**src/rtl/core/sges_pkg.sv**
```systemverilog
// ----------------------------------------------------------------------------
// sges_pkg: shared types and constants of the softened gravity Euler step
// Register indexes, command codes, reset values, sequencer states and the
// 48-bit saturation helper.
// ----------------------------------------------------------------------------
package sges_pkg;

  // fixed field widths
  localparam int unsigned QW        = 48;  // position, velocity, acceleration
  localparam int unsigned MASS_W    = 40;
  localparam int unsigned DIST_W    = 32;  // Q16.16 distances
  localparam int unsigned IDX_W     = 3;
  localparam int unsigned MAG_W     = QW - 1;

  localparam int unsigned FRAC_BITS_DEF = 32;

  localparam logic [DIST_W-1:0] MIN_DIST_RST = 32'd2621440;  // 40.0
  localparam logic [DIST_W-1:0] SOFT_RST     = 32'd655360;   // 10.0

  localparam logic [MAG_W-1:0] MAG_MAX = {MAG_W{1'b1}};

  // configuration register indexes
  typedef enum logic [IDX_W-1:0] {
    REG_INIT_X   = 3'd0,
    REG_INIT_Y   = 3'd1,
    REG_INIT_VX  = 3'd2,
    REG_INIT_VY  = 3'd3,
    REG_MIN_DIST = 3'd4,
    REG_SOFTEN   = 3'd5
  } reg_idx_e;

  // item commands
  typedef enum logic {
    CMD_STEP    = 1'b0,
    CMD_RESTORE = 1'b1
  } cmd_e;

  // sequencer states, one-hot
  typedef enum logic [12:0] {
    S_IDLE = 13'b0000000000001,
    S_SQX  = 13'b0000000000010,
    S_SQY  = 13'b0000000000100,
    S_ROOT = 13'b0000000001000,
    S_DD   = 13'b0000000010000,
    S_EE   = 13'b0000000100000,
    S_GDIV = 13'b0000001000000,
    S_XMUL = 13'b0000010000000,
    S_XDIV = 13'b0000100000000,
    S_YMUL = 13'b0001000000000,
    S_YDIV = 13'b0010000000000,
    S_UPD  = 13'b0100000000000,
    S_HOLD = 13'b1000000000000
  } state_e;

  // clamp a 49-bit signed sum to 48 bits
  function automatic logic signed [QW-1:0] sat48(input logic signed [QW:0] v);
    logic signed [QW-1:0] r;
    if (v[QW] != v[QW-1]) begin
      r = v[QW] ? {1'b1, {(QW-1){1'b0}}} : {1'b0, {(QW-1){1'b1}}};
    end else begin
      r = v[QW-1:0];
    end
    return r;
  endfunction

endpackage

```
**src/rtl/core/softened_gravity_euler_step.sv**
```systemverilog
// ----------------------------------------------------------------------------
// softened_gravity_euler_step: one body under softened point-mass gravity
// Keeps position, velocity and alive flag; each step item applies one
// semi-implicit Euler step toward an attractor using one shared adder.
// ----------------------------------------------------------------------------
//  channel | direction | handshake            | payload
//  --------+-----------+----------------------+------------------------------
//  in      | input     | in_valid_i/in_stall_o | command, attractor x/y/mass/r
//  out     | output    | out_valid_o/out_stall_i | pos, vel, acc x/y, alive
//  cfg     | input     | cfg_we_i             | cfg_idx_i, cfg_wdata_i
//
//  A step beat runs six shift-add multiplies, a square root, a divide for the
//  pull and two divides for the direction, all on one adder. A zero offset
//  skips the rest after the root. A restore beat goes straight to the update.
//  Input stalls while a beat is in work; a held result stalls the update.
//  Reset clears control and state.
// ----------------------------------------------------------------------------
module softened_gravity_euler_step #(
  parameter int unsigned FRAC_BITS = sges_pkg::FRAC_BITS_DEF
) (
  input  logic                                clk_i,
  input  logic                                rst_ni,
  // config port
  input  logic                                cfg_we_i,
  input  logic [sges_pkg::IDX_W-1:0]          cfg_idx_i,
  input  logic [sges_pkg::QW-1:0]             cfg_wdata_i,
  // input channel
  input  logic                                in_valid_i,
  output logic                                in_stall_o,
  input  logic                                command_i,
  input  logic signed [sges_pkg::QW-1:0]      attractor_x_i,
  input  logic signed [sges_pkg::QW-1:0]      attractor_y_i,
  input  logic [sges_pkg::MASS_W-1:0]         attractor_mass_i,
  input  logic [sges_pkg::DIST_W-1:0]         attractor_radius_i,
  // output channel
  output logic                                out_valid_o,
  input  logic                                out_stall_i,
  output logic signed [sges_pkg::QW-1:0]      pos_x_o,
  output logic signed [sges_pkg::QW-1:0]      pos_y_o,
  output logic signed [sges_pkg::QW-1:0]      vel_x_o,
  output logic signed [sges_pkg::QW-1:0]      vel_y_o,
  output logic signed [sges_pkg::QW-1:0]      acc_x_o,
  output logic signed [sges_pkg::QW-1:0]      acc_y_o,
  output logic                                alive_o
);

  localparam int unsigned QW     = sges_pkg::QW;
  localparam int unsigned MAG_W  = sges_pkg::MAG_W;
  localparam int unsigned SH     = FRAC_BITS - 16;
  localparam int unsigned UW     = QW + 1;              // |offset| and length
  localparam int unsigned MDW    = FRAC_BITS + 16;      // scaled Q16.16 values
  localparam int unsigned DW     = (MDW > UW) ? MDW : UW;
  localparam int unsigned AW     = 2 * DW + 1;          // products and sums
  localparam int unsigned NQW    = 2 * DW + 2;          // dividend / radicand
  localparam int unsigned RW     = NQW;                 // remainder, adder
  localparam int unsigned GSTEPS = 3 * FRAC_BITS + 24;
  localparam int unsigned CMAX   = (GSTEPS > NQW) ? GSTEPS : NQW;
  localparam int unsigned CW     = $clog2(CMAX + 1);

  // configuration registers
  logic signed [QW-1:0]             init_x_q, init_y_q, init_vx_q, init_vy_q;
  logic [sges_pkg::DIST_W-1:0]      min_dist_q, soften_q;

  // body state
  logic signed [QW-1:0]             body_x_q, body_y_q, body_vx_q, body_vy_q;
  logic                             body_alive_q;

  // sequencer
  sges_pkg::state_e                 state_q, state_d;
  logic [CW-1:0]                    cnt_q, cnt_d;
  logic                             out_valid_q, out_valid_d;
  sges_pkg::cmd_e                   cmd_q, cmd_d;

  // datapath
  logic [AW-1:0]                    acc_q, acc_d, ma_q, ma_d;
  logic [DW-1:0]                    mb_q, mb_d;
  logic [NQW-1:0]                   nq_q, nq_d;
  logic [RW-1:0]                    rem_q, rem_d;
  logic [DW:0]                      root_q, root_d;
  logic [MAG_W-1:0]                 quo_q, quo_d;
  logic                             ovf_q, ovf_d;
  logic [UW-1:0]                    ux_q, ux_d, uy_q, uy_d, len_q, len_d;
  logic                             sx_q, sx_d, sy_q, sy_d;
  logic [DW-1:0]                    d_q, d_d;
  logic [AW-1:0]                    den_q, den_d;
  logic [MAG_W-1:0]                 g_q, g_d;
  logic [sges_pkg::MASS_W-1:0]      mass_q, mass_d;
  logic [MDW-1:0]                   rad_q, rad_d;
  logic signed [QW-1:0]             ax_q, ax_d, ay_q, ay_d;

  // output payload
  logic signed [QW-1:0]             px_q, py_q, vx_q, vy_q, oax_q, oay_q;
  logic                             oalive_q;

  // shared adder / subtractor
  logic [RW-1:0]                    add_a, add_b;
  logic                             add_sub;
  logic [RW:0]                      add_sum;
  logic                             add_ge;

  logic                             in_acc, out_free, mul_state;
  logic signed [QW:0]               dx_w, dy_w;
  logic [MDW-1:0]                   md_w, eps_w;
  logic [MAG_W-1:0]                 mag_w;
  logic [UW-1:0]                    root_len;
  logic signed [QW-1:0]             nvx, nvy;

  assign in_acc   = in_valid_i && !in_stall_o;
  assign out_free = !out_valid_q || !out_stall_i;
  assign in_stall_o = (state_q != sges_pkg::S_IDLE);

  assign md_w  = MDW'(min_dist_q) << SH;
  assign eps_w = MDW'(soften_q) << SH;

  assign dx_w = {attractor_x_i[QW-1], attractor_x_i} - {body_x_q[QW-1], body_x_q};
  assign dy_w = {attractor_y_i[QW-1], attractor_y_i} - {body_y_q[QW-1], body_y_q};

  assign mul_state = (state_q == sges_pkg::S_SQX) || (state_q == sges_pkg::S_SQY) ||
                     (state_q == sges_pkg::S_DD)  || (state_q == sges_pkg::S_EE)  ||
                     (state_q == sges_pkg::S_XMUL) || (state_q == sges_pkg::S_YMUL);

  // adder operand select
  always_comb begin
    add_a   = RW'(acc_q);
    add_b   = '0;
    add_sub = 1'b0;
    if (mul_state) begin
      add_b = mb_q[0] ? RW'(ma_q) : '0;
    end else if (state_q == sges_pkg::S_ROOT) begin
      add_a   = {rem_q[RW-3:0], nq_q[NQW-1 -: 2]};
      add_b   = RW'({root_q, 2'b01});
      add_sub = 1'b1;
    end else if (state_q == sges_pkg::S_GDIV) begin
      add_a   = {rem_q[RW-2:0], nq_q[NQW-1]};
      add_b   = RW'(den_q);
      add_sub = 1'b1;
    end else begin
      add_a   = {rem_q[RW-2:0], nq_q[NQW-1]};
      add_b   = RW'(len_q);
      add_sub = 1'b1;
    end
  end

  assign add_sum = {1'b0, add_a} + {1'b0, (add_sub ? ~add_b : add_b)} +
                   {{RW{1'b0}}, add_sub};
  assign add_ge  = add_sum[RW];

  // root and quotient step results
  assign root_len = root_d[UW-1:0];
  assign mag_w    = ovf_d ? sges_pkg::MAG_MAX : quo_d;

  // velocity update of a step
  assign nvx = sges_pkg::sat48({body_vx_q[QW-1], body_vx_q} + {ax_q[QW-1], ax_q});
  assign nvy = sges_pkg::sat48({body_vy_q[QW-1], body_vy_q} + {ay_q[QW-1], ay_q});

  // sequencer and datapath next state
  always_comb begin
    state_d     = state_q;
    cnt_d       = cnt_q + CW'(1);
    out_valid_d = out_valid_q && out_stall_i;
    cmd_d       = cmd_q;
    acc_d       = acc_q;
    ma_d        = ma_q;
    mb_d        = mb_q;
    nq_d        = nq_q;
    rem_d       = rem_q;
    root_d      = root_q;
    quo_d       = quo_q;
    ovf_d       = ovf_q;
    ux_d        = ux_q;
    uy_d        = uy_q;
    sx_d        = sx_q;
    sy_d        = sy_q;
    len_d       = len_q;
    d_d         = d_q;
    den_d       = den_q;
    g_d         = g_q;
    mass_d      = mass_q;
    rad_d       = rad_q;
    ax_d        = ax_q;
    ay_d        = ay_q;

    // per-state unit step
    if (mul_state) begin
      acc_d = add_sum[AW-1:0];
      ma_d  = ma_q << 1;
      mb_d  = mb_q >> 1;
    end else if (state_q == sges_pkg::S_ROOT) begin
      rem_d  = add_ge ? add_sum[RW-1:0] : add_a;
      root_d = {root_q[DW-1:0], add_ge};
      nq_d   = nq_q << 2;
    end else if (state_q == sges_pkg::S_GDIV || state_q == sges_pkg::S_XDIV ||
                 state_q == sges_pkg::S_YDIV) begin
      rem_d = add_ge ? add_sum[RW-1:0] : add_a;
      ovf_d = ovf_q | quo_q[MAG_W-1];
      quo_d = {quo_q[MAG_W-2:0], add_ge};
      nq_d  = nq_q << 1;
    end

    case (state_q)
      sges_pkg::S_IDLE: begin
        cnt_d = '0;
        if (in_acc) begin
          cmd_d  = sges_pkg::cmd_e'(command_i);
          ax_d   = '0;
          ay_d   = '0;
          sx_d   = dx_w[QW];
          sy_d   = dy_w[QW];
          ux_d   = dx_w[QW] ? UW'(-dx_w) : UW'(dx_w);
          uy_d   = dy_w[QW] ? UW'(-dy_w) : UW'(dy_w);
          mass_d = attractor_mass_i;
          rad_d  = MDW'(attractor_radius_i) << SH;
          acc_d  = '0;
          ma_d   = AW'(dx_w[QW] ? UW'(-dx_w) : UW'(dx_w));
          mb_d   = DW'(dx_w[QW] ? UW'(-dx_w) : UW'(dx_w));
          if (command_i == sges_pkg::CMD_RESTORE) begin
            state_d = sges_pkg::S_UPD;
          end else begin
            state_d = sges_pkg::S_SQX;
          end
        end
      end
      sges_pkg::S_SQX: begin
        if (cnt_q == CW'(DW - 1)) begin
          cnt_d   = '0;
          ma_d    = AW'(uy_q);
          mb_d    = DW'(uy_q);
          state_d = sges_pkg::S_SQY;
        end
      end
      sges_pkg::S_SQY: begin
        if (cnt_q == CW'(DW - 1)) begin
          cnt_d   = '0;
          nq_d    = NQW'(add_sum[AW-1:0]);
          rem_d   = '0;
          root_d  = '0;
          state_d = sges_pkg::S_ROOT;
        end
      end
      sges_pkg::S_ROOT: begin
        if (cnt_q == CW'(DW)) begin
          cnt_d = '0;
          len_d = root_len;
          d_d   = (DW'(root_len) > DW'(md_w)) ? DW'(root_len) : DW'(md_w);
          acc_d = '0;
          ma_d  = AW'((DW'(root_len) > DW'(md_w)) ? DW'(root_len) : DW'(md_w));
          mb_d  = (DW'(root_len) > DW'(md_w)) ? DW'(root_len) : DW'(md_w);
          if (root_len == '0) begin
            state_d = sges_pkg::S_UPD;
          end else begin
            state_d = sges_pkg::S_DD;
          end
        end
      end
      sges_pkg::S_DD: begin
        if (cnt_q == CW'(DW - 1)) begin
          cnt_d   = '0;
          ma_d    = AW'(eps_w);
          mb_d    = DW'(eps_w);
          state_d = sges_pkg::S_EE;
        end
      end
      sges_pkg::S_EE: begin
        if (cnt_q == CW'(DW - 1)) begin
          cnt_d   = '0;
          den_d   = add_sum[AW-1:0];
          nq_d    = {mass_q, {(NQW - sges_pkg::MASS_W){1'b0}}};
          rem_d   = '0;
          quo_d   = '0;
          ovf_d   = 1'b0;
          state_d = sges_pkg::S_GDIV;
        end
      end
      sges_pkg::S_GDIV: begin
        if (cnt_q == CW'(GSTEPS - 1)) begin
          cnt_d   = '0;
          g_d     = mag_w;
          acc_d   = '0;
          ma_d    = AW'(ux_q);
          mb_d    = DW'(mag_w);
          state_d = sges_pkg::S_XMUL;
        end
      end
      sges_pkg::S_XMUL: begin
        if (cnt_q == CW'(DW - 1)) begin
          cnt_d   = '0;
          nq_d    = NQW'(add_sum[AW-1:0]);
          rem_d   = '0;
          quo_d   = '0;
          ovf_d   = 1'b0;
          state_d = sges_pkg::S_XDIV;
        end
      end
      sges_pkg::S_XDIV: begin
        if (cnt_q == CW'(NQW - 1)) begin
          cnt_d   = '0;
          ax_d    = sx_q ? -$signed({1'b0, mag_w}) : $signed({1'b0, mag_w});
          acc_d   = '0;
          ma_d    = AW'(uy_q);
          mb_d    = DW'(g_q);
          state_d = sges_pkg::S_YMUL;
        end
      end
      sges_pkg::S_YMUL: begin
        if (cnt_q == CW'(DW - 1)) begin
          cnt_d   = '0;
          nq_d    = NQW'(add_sum[AW-1:0]);
          rem_d   = '0;
          quo_d   = '0;
          ovf_d   = 1'b0;
          state_d = sges_pkg::S_YDIV;
        end
      end
      sges_pkg::S_YDIV: begin
        if (cnt_q == CW'(NQW - 1)) begin
          cnt_d   = '0;
          ay_d    = sy_q ? -$signed({1'b0, mag_w}) : $signed({1'b0, mag_w});
          state_d = sges_pkg::S_UPD;
        end
      end
      sges_pkg::S_UPD: begin
        cnt_d = '0;
        if (out_free) begin
          out_valid_d = 1'b1;
          state_d     = sges_pkg::S_IDLE;
        end
      end
      default: begin
        cnt_d   = '0;
        state_d = sges_pkg::S_IDLE;
      end
    endcase
  end

  // control and architectural state
  always_ff @(posedge clk_i or negedge rst_ni) begin
    if (!rst_ni) begin
      state_q      <= sges_pkg::S_IDLE;
      cnt_q        <= '0;
      out_valid_q  <= 1'b0;
      cmd_q        <= sges_pkg::CMD_STEP;
      init_x_q     <= '0;
      init_y_q     <= '0;
      init_vx_q    <= '0;
      init_vy_q    <= '0;
      min_dist_q   <= sges_pkg::MIN_DIST_RST;
      soften_q     <= sges_pkg::SOFT_RST;
      body_x_q     <= '0;
      body_y_q     <= '0;
      body_vx_q    <= '0;
      body_vy_q    <= '0;
      body_alive_q <= 1'b1;
    end else begin
      state_q     <= state_d;
      cnt_q       <= cnt_d;
      out_valid_q <= out_valid_d;
      cmd_q       <= cmd_d;
      // config writes, unknown index ignored
      if (cfg_we_i) begin
        case (cfg_idx_i)
          sges_pkg::REG_INIT_X:   init_x_q   <= cfg_wdata_i;
          sges_pkg::REG_INIT_Y:   init_y_q   <= cfg_wdata_i;
          sges_pkg::REG_INIT_VX:  init_vx_q  <= cfg_wdata_i;
          sges_pkg::REG_INIT_VY:  init_vy_q  <= cfg_wdata_i;
          sges_pkg::REG_MIN_DIST: min_dist_q <= cfg_wdata_i[sges_pkg::DIST_W-1:0];
          sges_pkg::REG_SOFTEN:   soften_q   <= cfg_wdata_i[sges_pkg::DIST_W-1:0];
          default: begin
          end
        endcase
      end
      // body update at the end of a beat
      if (state_q == sges_pkg::S_UPD && out_free) begin
        if (cmd_q == sges_pkg::CMD_RESTORE) begin
          body_x_q  <= init_x_q;
          body_y_q  <= init_y_q;
          body_vx_q <= init_vx_q;
          body_vy_q <= init_vy_q;
        end else begin
          body_vx_q <= nvx;
          body_vy_q <= nvy;
          body_x_q  <= sges_pkg::sat48({body_x_q[QW-1], body_x_q} + {nvx[QW-1], nvx});
          body_y_q  <= sges_pkg::sat48({body_y_q[QW-1], body_y_q} + {nvy[QW-1], nvy});
          if (d_q <= DW'(rad_q)) begin
            body_alive_q <= 1'b0;
          end
        end
      end
    end
  end

  // datapath and output payload, no reset
  always_ff @(posedge clk_i) begin
    acc_q  <= acc_d;
    ma_q   <= ma_d;
    mb_q   <= mb_d;
    nq_q   <= nq_d;
    rem_q  <= rem_d;
    root_q <= root_d;
    quo_q  <= quo_d;
    ovf_q  <= ovf_d;
    ux_q   <= ux_d;
    uy_q   <= uy_d;
    sx_q   <= sx_d;
    sy_q   <= sy_d;
    len_q  <= len_d;
    d_q    <= d_d;
    den_q  <= den_d;
    g_q    <= g_d;
    mass_q <= mass_d;
    rad_q  <= rad_d;
    ax_q   <= ax_d;
    ay_q   <= ay_d;
    if (state_q == sges_pkg::S_UPD && out_free) begin
      oax_q <= ax_q;
      oay_q <= ay_q;
      if (cmd_q == sges_pkg::CMD_RESTORE) begin
        px_q     <= init_x_q;
        py_q     <= init_y_q;
        vx_q     <= init_vx_q;
        vy_q     <= init_vy_q;
        oalive_q <= body_alive_q;
      end else begin
        vx_q     <= nvx;
        vy_q     <= nvy;
        px_q     <= sges_pkg::sat48({body_x_q[QW-1], body_x_q} + {nvx[QW-1], nvx});
        py_q     <= sges_pkg::sat48({body_y_q[QW-1], body_y_q} + {nvy[QW-1], nvy});
        oalive_q <= body_alive_q && !(d_q <= DW'(rad_q));
      end
    end
  end

  assign out_valid_o = out_valid_q;
  assign pos_x_o     = px_q;
  assign pos_y_o     = py_q;
  assign vel_x_o     = vx_q;
  assign vel_y_o     = vy_q;
  assign acc_x_o     = oax_q;
  assign acc_y_o     = oay_q;
  assign alive_o     = oalive_q;

  // checks
  a_accept_leaves_idle: assert property (@(posedge clk_i) disable iff (!rst_ni)
    in_acc |=> state_q != sges_pkg::S_IDLE)
    else $error("accepted beat did not start the sequencer");

  a_alive_sticky: assert property (@(posedge clk_i) disable iff (!rst_ni)
    !body_alive_q |=> !body_alive_q)
    else $error("alive flag came back without reset");

  a_finish_presents: assert property (@(posedge clk_i) disable iff (!rst_ni)
    (state_q == sges_pkg::S_UPD && out_free) |=> out_valid_q)
    else $error("finished beat not presented");

  a_restore_zero_acc: assert property (@(posedge clk_i) disable iff (!rst_ni)
    (state_q == sges_pkg::S_UPD && out_free && cmd_q == sges_pkg::CMD_RESTORE)
    |=> (acc_x_o == '0 && acc_y_o == '0))
    else $error("restore beat carries nonzero acceleration");

endmodule

```
**config.mk**
```make
export PLATFORM = sky130hd
export DESIGN_NAME = softened_gravity_euler_step
export DESIGN_NICKNAME = d
export VERILOG_FILES = /design/src/rtl/core/sges_pkg.sv /design/src/rtl/core/softened_gravity_euler_step.sv
export SDC_FILE = /design/constraint.sdc
export NUM_CORES = 2
export LEC_CHECK = 0
export ABC_CLOCK_PERIOD_IN_PS = 15000
export BUFFER_PORTS_ARGS = -buffer_cell sky130_fd_sc_hd__buf_2
export CORE_MARGIN = 4
export CORE_UTILIZATION = 45
export CTS_CLUSTER_SIZE = 14
export DETAILED_ROUTE_END_ITERATION = 10
export PLACE_DENSITY = 0.59
export SYNTH_ARGS = -nofsm -noshare
export SYNTH_HDL_FRONTEND = slang
export SYNTH_SLANG_ARGS = --single-unit
```
**constraint.sdc**
```tcl
create_clock -name clk_i -period 15 [get_ports clk_i]
set_input_delay 0 -clock clk_i [delete_from_list [all_inputs] [get_ports clk_i]]
set_output_delay 0 -clock clk_i [all_outputs]
set_load 0.005 [all_outputs]
```
==> summary by stage <==
Die
The area of the core region is approximately 230000 µm². Measured along the x axis, the die boundary spans 493 µm. In this run the vertical extent of the chip is 493 µm. The die covers roughly 240000 µm². In this run the core area contains 177 standard-cell rows. In this run the count of I/O pins placed on the die edge is 516. For this configuration, the core starts out at a cell density of 0.454.

Timing
For the final database, setup skew stands at 53.3 ps. For the pin with the worst max-slew slack, the measured transition is 1480 ps. The portion of the clock cycle consumed by the worst path in the final layout is 0.681. Setup repair after global routing left no endpoint under its margin. The count of final max-slew check failures is 0. For the final routed database, the setup TNS stands at 0 ps.

The headroom to the max-slew limit is 0.0109. The smallest clock period supported by the final layout is computed as about 10000 ps. The maximum operating frequency is roughly 0.098 GHz. The number of hold violations in the final report came to 0.

The count of final setup violators is 0.

Worst setup path
Counting stages on the worst path, the most repeated cell is sky130_fd_sc_hd__buf_4. The start point of the critical path is ay_q[0]$_SDFFCE_PN0P_. The worst setup path is launched from a flip-flop. The highest fanout seen on the critical path is 22. The setup check on the worst reg-to-reg path leaves a slack of between 4000 and 5000 ps. On the worst path, the slowest cell contributes a delay of around 800 ps. At the worst endpoint, the arrival time is 10990 ps. The worst register-to-register path ends at body_y_q[14]$_DFFE_PN0P_. For the worst setup path, the data required time is 15770 ps. The depth of the worst register-to-register path is 31.

The worst setup path is captured at a flip-flop. The worst-path cell with the longest stage delay is sky130_fd_sc_hd__a2111oi_0. The kind of critical path is reg2reg.

The reg-to-reg critical path startpoint is ay_q[0]$_SDFFCE_PN0P_.

Drt
The detail route stage leaves a number of antenna-violating nets equal to 0. The ratio of routed vias to standard cells is about 6.3. The wire length per cell after detailed routing is 30.7 µm. Detailed routing inserted a total of between 90000 and 100k vias. Wires add up to between 400000 and 500000 µm. After detailed routing, the number of remaining DRC violations is 0. The number of DRC markers in iteration 0 is 10800. The first-pass detailed-route iteration total is 9.

Layout
The finished layout holds 15300 standard cells, fillers aside. The final layout contains 12600 nets. The filler cell count in the final layout is between 20000 and 25000.

The area growth from synthesis to layout is 13.7%. The share of final-layout standard cells stronger than drive strength 1 is 0.124.

Place
The final weighted congestion in routability-driven placement is 1.00. The placed cell count is 14600. The detailed placer's ending HPWL is roughly 350000 µm. Buffers placed on the I/O ports in this run total 515.

CTS
After clock tree synthesis, the setup repair step added 0 buffers. The total number of clock tree sinks is 1815. The number of clock buffers added by TritonCTS is 201. The clock tree from TritonCTS is built. The clock latency on the worst-skew pair is 870 ps. In this run, post-CTS repair resized a total of 0 instances. Clock-pin slew was measured on the worst setup and hold paths at 60 ps. The longest clock path from root to sink contains 3 buffers. After clock tree synthesis, the flow added hold-fix buffers numbering 219.

The depth of the CTS H-tree is 4. The cell chosen for the clock root is sky130_fd_sc_hd__clkbuf_16.

Synth
The post-synthesis net count is 12200. For this run, the register share of the synthesized area comes to 0.441. The fraction of registers with async set/reset is 0.259.

Of the total synthesized cell area, the portion taken by AND, OR, NAND and NOR gates is 0.146. In this run, synthesis produced a sequential element count of 1815. The number of enable flip-flop cells after synthesis is roughly 800.

The synthesized netlist cell count is 11500. By area, the combinational part of the netlist is dominated by compound AO/OA/AOI/OAI gates. The post-synthesis compound-gate area fraction was 0.212. Measured against the total synthesized area, the mux share comes to 0.0660. The arithmetic-cell share of the synthesized area counting full adders, half adders and majority gates is 0.0572. The area of the mapped netlist is 106000 µm².

Synthesis instantiated 112 different standard cells from the library. Of the total synthesized cell area, the portion taken by XOR and XNOR cells is 0.0394. In the synthesized netlist the dominant register cell turns out to be sky130_fd_sc_hd__edfxtp_1.

The average size of a mapped cell is 9.22 µm². Yosys printed 0 warnings.

Global route
For this run the aggregate overflow at the end of global routing stands at 0. The number of antenna violations at the first check in global routing is 59. The number of global-route vias before repair is 91600. The first global-routing pass estimated 660000 µm of wire. The largest net degree at the start of global routing is 174.

The all-layer global routing usage is 0.370.

Hold path
The worst hold path was traced through 4 stages. The worst hold path begins at attractor_y_i[39]. The path type of the worst min-delay path is in2reg. The sink of the worst hold path is uy_q[39]$_DFFE_PP_.

Power
IR analysis of the VDD net gives a maximum drop of between 200 and 250 µV. The power density normalized to cell area is 248 nW/µm². The static power due to leakage is 0.0502 µW.

Run
The tool flagged a number of max-cap violations equal to 1.

Outcome
The flow ran to the end, but the final reports show violations. The final reports fail on capacitance limit.
-- power by group --
part | total, µW | switching, µW | internal (µW)
Clock | 5070 | 2200 | 2870
Combinational | 17200 | 11600 | 5600
Sequential | 7580 | 887 | 6690
Total | 29800 | 14600 | 15200
-- synth_stat cells, types with 21 or more instances --
library cell | count | area, µm²
sky130_fd_sc_hd__a22o_1 | 45 | 394
sky130_fd_sc_hd__nor2_1 | 888 | 3330
sky130_fd_sc_hd__dfrtp_1 | 464 | 11600
sky130_fd_sc_hd__mux2_2 | 371 | 4180
sky130_fd_sc_hd__dfxtp_1 | 544 | 10900
sky130_fd_sc_hd__nand3b_1 | 22 | 165
sky130_fd_sc_hd__o211ai_1 | 83 | 623
sky130_fd_sc_hd__inv_1 | 363 | 1360
sky130_fd_sc_hd__a211oi_1 | 143 | 1070
sky130_fd_sc_hd__and4_1 | 23 | 201
sky130_fd_sc_hd__clkbuf_1 | 593 | 2230
sky130_fd_sc_hd__nor2b_1 | 64 | 400
sky130_fd_sc_hd__and2_1 | 46 | 288
sky130_fd_sc_hd__o21bai_1 | 89 | 668
sky130_fd_sc_hd__maj3_1 | 21 | 210
sky130_fd_sc_hd__o21ai_0 | 730 | 3650
sky130_fd_sc_hd__a222oi_1 | 35 | 350
sky130_fd_sc_hd__xnor2_1 | 264 | 2310
sky130_fd_sc_hd__or2_2 | 29 | 181
sky130_fd_sc_hd__xor2_1 | 210 | 1840
sky130_fd_sc_hd__buf_1 | 69 | 259
sky130_fd_sc_hd__nand4_1 | 117 | 732
sky130_fd_sc_hd__a22oi_1 | 164 | 1230
sky130_fd_sc_hd__or3_1 | 43 | 269
sky130_fd_sc_hd__nor4_1 | 50 | 313
sky130_fd_sc_hd__or4_1 | 23 | 173
sky130_fd_sc_hd__a21oi_1 | 1184 | 5930
sky130_fd_sc_hd__a211o_1 | 29 | 254
sky130_fd_sc_hd__mux2i_1 | 280 | 2800
sky130_fd_sc_hd__nand2_1 | 1469 | 5510
sky130_fd_sc_hd__nor3_1 | 174 | 871
sky130_fd_sc_hd__nand3_1 | 220 | 1100
sky130_fd_sc_hd__a221o_1 | 28 | 280
sky130_fd_sc_hd__and3_1 | 113 | 707
sky130_fd_sc_hd__nand2b_1 | 50 | 313
sky130_fd_sc_hd__a2bb2oi_1 | 43 | 377
sky130_fd_sc_hd__a21boi_0 | 25 | 188
sky130_fd_sc_hd__o22ai_1 | 142 | 888
sky130_fd_sc_hd__o31ai_1 | 71 | 533
sky130_fd_sc_hd__a21o_1 | 303 | 2270
sky130_fd_sc_hd__edfxtp_1 | 801 | 24100
sky130_fd_sc_hd__a221oi_1 | 45 | 394
sky130_fd_sc_hd__o21a_1 | 101 | 758
sky130_fd_sc_hd__a31oi_1 | 126 | 788
sky130_fd_sc_hd__ha_1 | 456 | 5710
-- through the flow --
step	hold slack [ps]	power (µW)	util	cell area, µm²	setup WS (ps)
floorplan	-296	18300	-	106000	4030
global placement	82.4	24300	0.478	111000	5270
detailed placement	78.6	24300	0.478	111000	5030
CTS	3.52	29500	0.516	120000	4960
global route	25.0	31400	0.516	120000	3980
finish	34.8	29800	0.516	120000	4780
-- flip-flops by register name, indices dropped and copies added, names as in the netlist, 49 cells and up --
register	flops
den_q	99
ma_q	99
ux_q	49
uy_q	49
len_q	49
nq_q	100
acc_q	99
mb_q	49
root_q	50
rem_q	99
d_q	49
-- critical path, delay by kind of cell (launching register included) --
family          cells  cell delay [ps]
fa+ha+maj           3             1130
buf+inv             3              880
simple gates       11             3330
mux                 1              190
flops               1              390
compound gates     13             4250
-- routing by layer --
metal,up-vias,wire length (µm),global-route usage
li1,43000,-,-
met1,47500,187000,0.479
met2,4707,208000,0.576
met3,899,39100,0.0707
met4,10,33600,0.223
met5,-,75,0
-- how the worst max path moves through the flow --
stage	endpoint	cells past startpoint
4_1_cts	body_y_q[14]$_DFFE_PN0P_	31
6_report	body_y_q[14]$_DFFE_PN0P_	31
2_1_floorplan	acc_x_o[0]$_DFFE_PP_	9
5_1_grt	body_y_q[14]$_DFFE_PN0P_	31
3_5_place_dp	body_y_q[14]$_DFFE_PN0P_	31
3_3_place_gp	body_y_q[14]$_DFFE_PN0P_	31
-- layout make-up --
class | count | area (µm²) | share of cell area
multi-input cells | 8609 | 55400 | 0.460
flip-flops and latches | 1815 | 46700 | 0.388
repair buffers | 912 | 6210 | 0.0516
clock buffers | 276 | 5520 | 0.0458
well taps | 3132 | 3920 | 0.0326
inverters | 370 | 1410 | 0.0117
clock inverters | 106 | 1100 | 0.00917
diodes | 38 | 95.1 | 0.000790
-- cell families (layout without fill, tap and decap cells) --
| group | count (synthesis) | after routing |
|---|---|---|
| AOI/OAI and AO/OA | 3578 | 3578 |
| and+or+nand+nor | 3421 | 3421 |
| DFF | 1815 | 1815 |
| buffers and inverters | 1056 | 1664 |
| muxes | 651 | 651 |
| adders and majority gates | 484 | 484 |
| xor gates and xnor gates | 475 | 475 |
| other | 0 | 38 |
-- cells in the final DEF, fill, tap and decap left out, types with 164 or more instances in the layout --
cell and n:
sky130_fd_sc_hd__edfxtp_1 801, sky130_fd_sc_hd__a21oi_1 1180, sky130_fd_sc_hd__dlygate4sd3_1 218, sky130_fd_sc_hd__nand3_1 219, sky130_fd_sc_hd__o21ai_0 728, sky130_fd_sc_hd__a22oi_1 164, sky130_fd_sc_hd__buf_4 171, sky130_fd_sc_hd__dfrtp_1 463
sky130_fd_sc_hd__a21o_1 303, sky130_fd_sc_hd__xor2_1 210, sky130_fd_sc_hd__ha_1 456, sky130_fd_sc_hd__mux2_2 371, sky130_fd_sc_hd__buf_2 514, sky130_fd_sc_hd__clkbuf_16 204, sky130_fd_sc_hd__inv_1 360, sky130_fd_sc_hd__nor3_1 169
sky130_fd_sc_hd__xnor2_1 264, sky130_fd_sc_hd__nand2_1 1462, sky130_fd_sc_hd__nor2_1 879, sky130_fd_sc_hd__mux2i_1 280, sky130_fd_sc_hd__dfxtp_1 543
(Power assumes the default switching activity.)
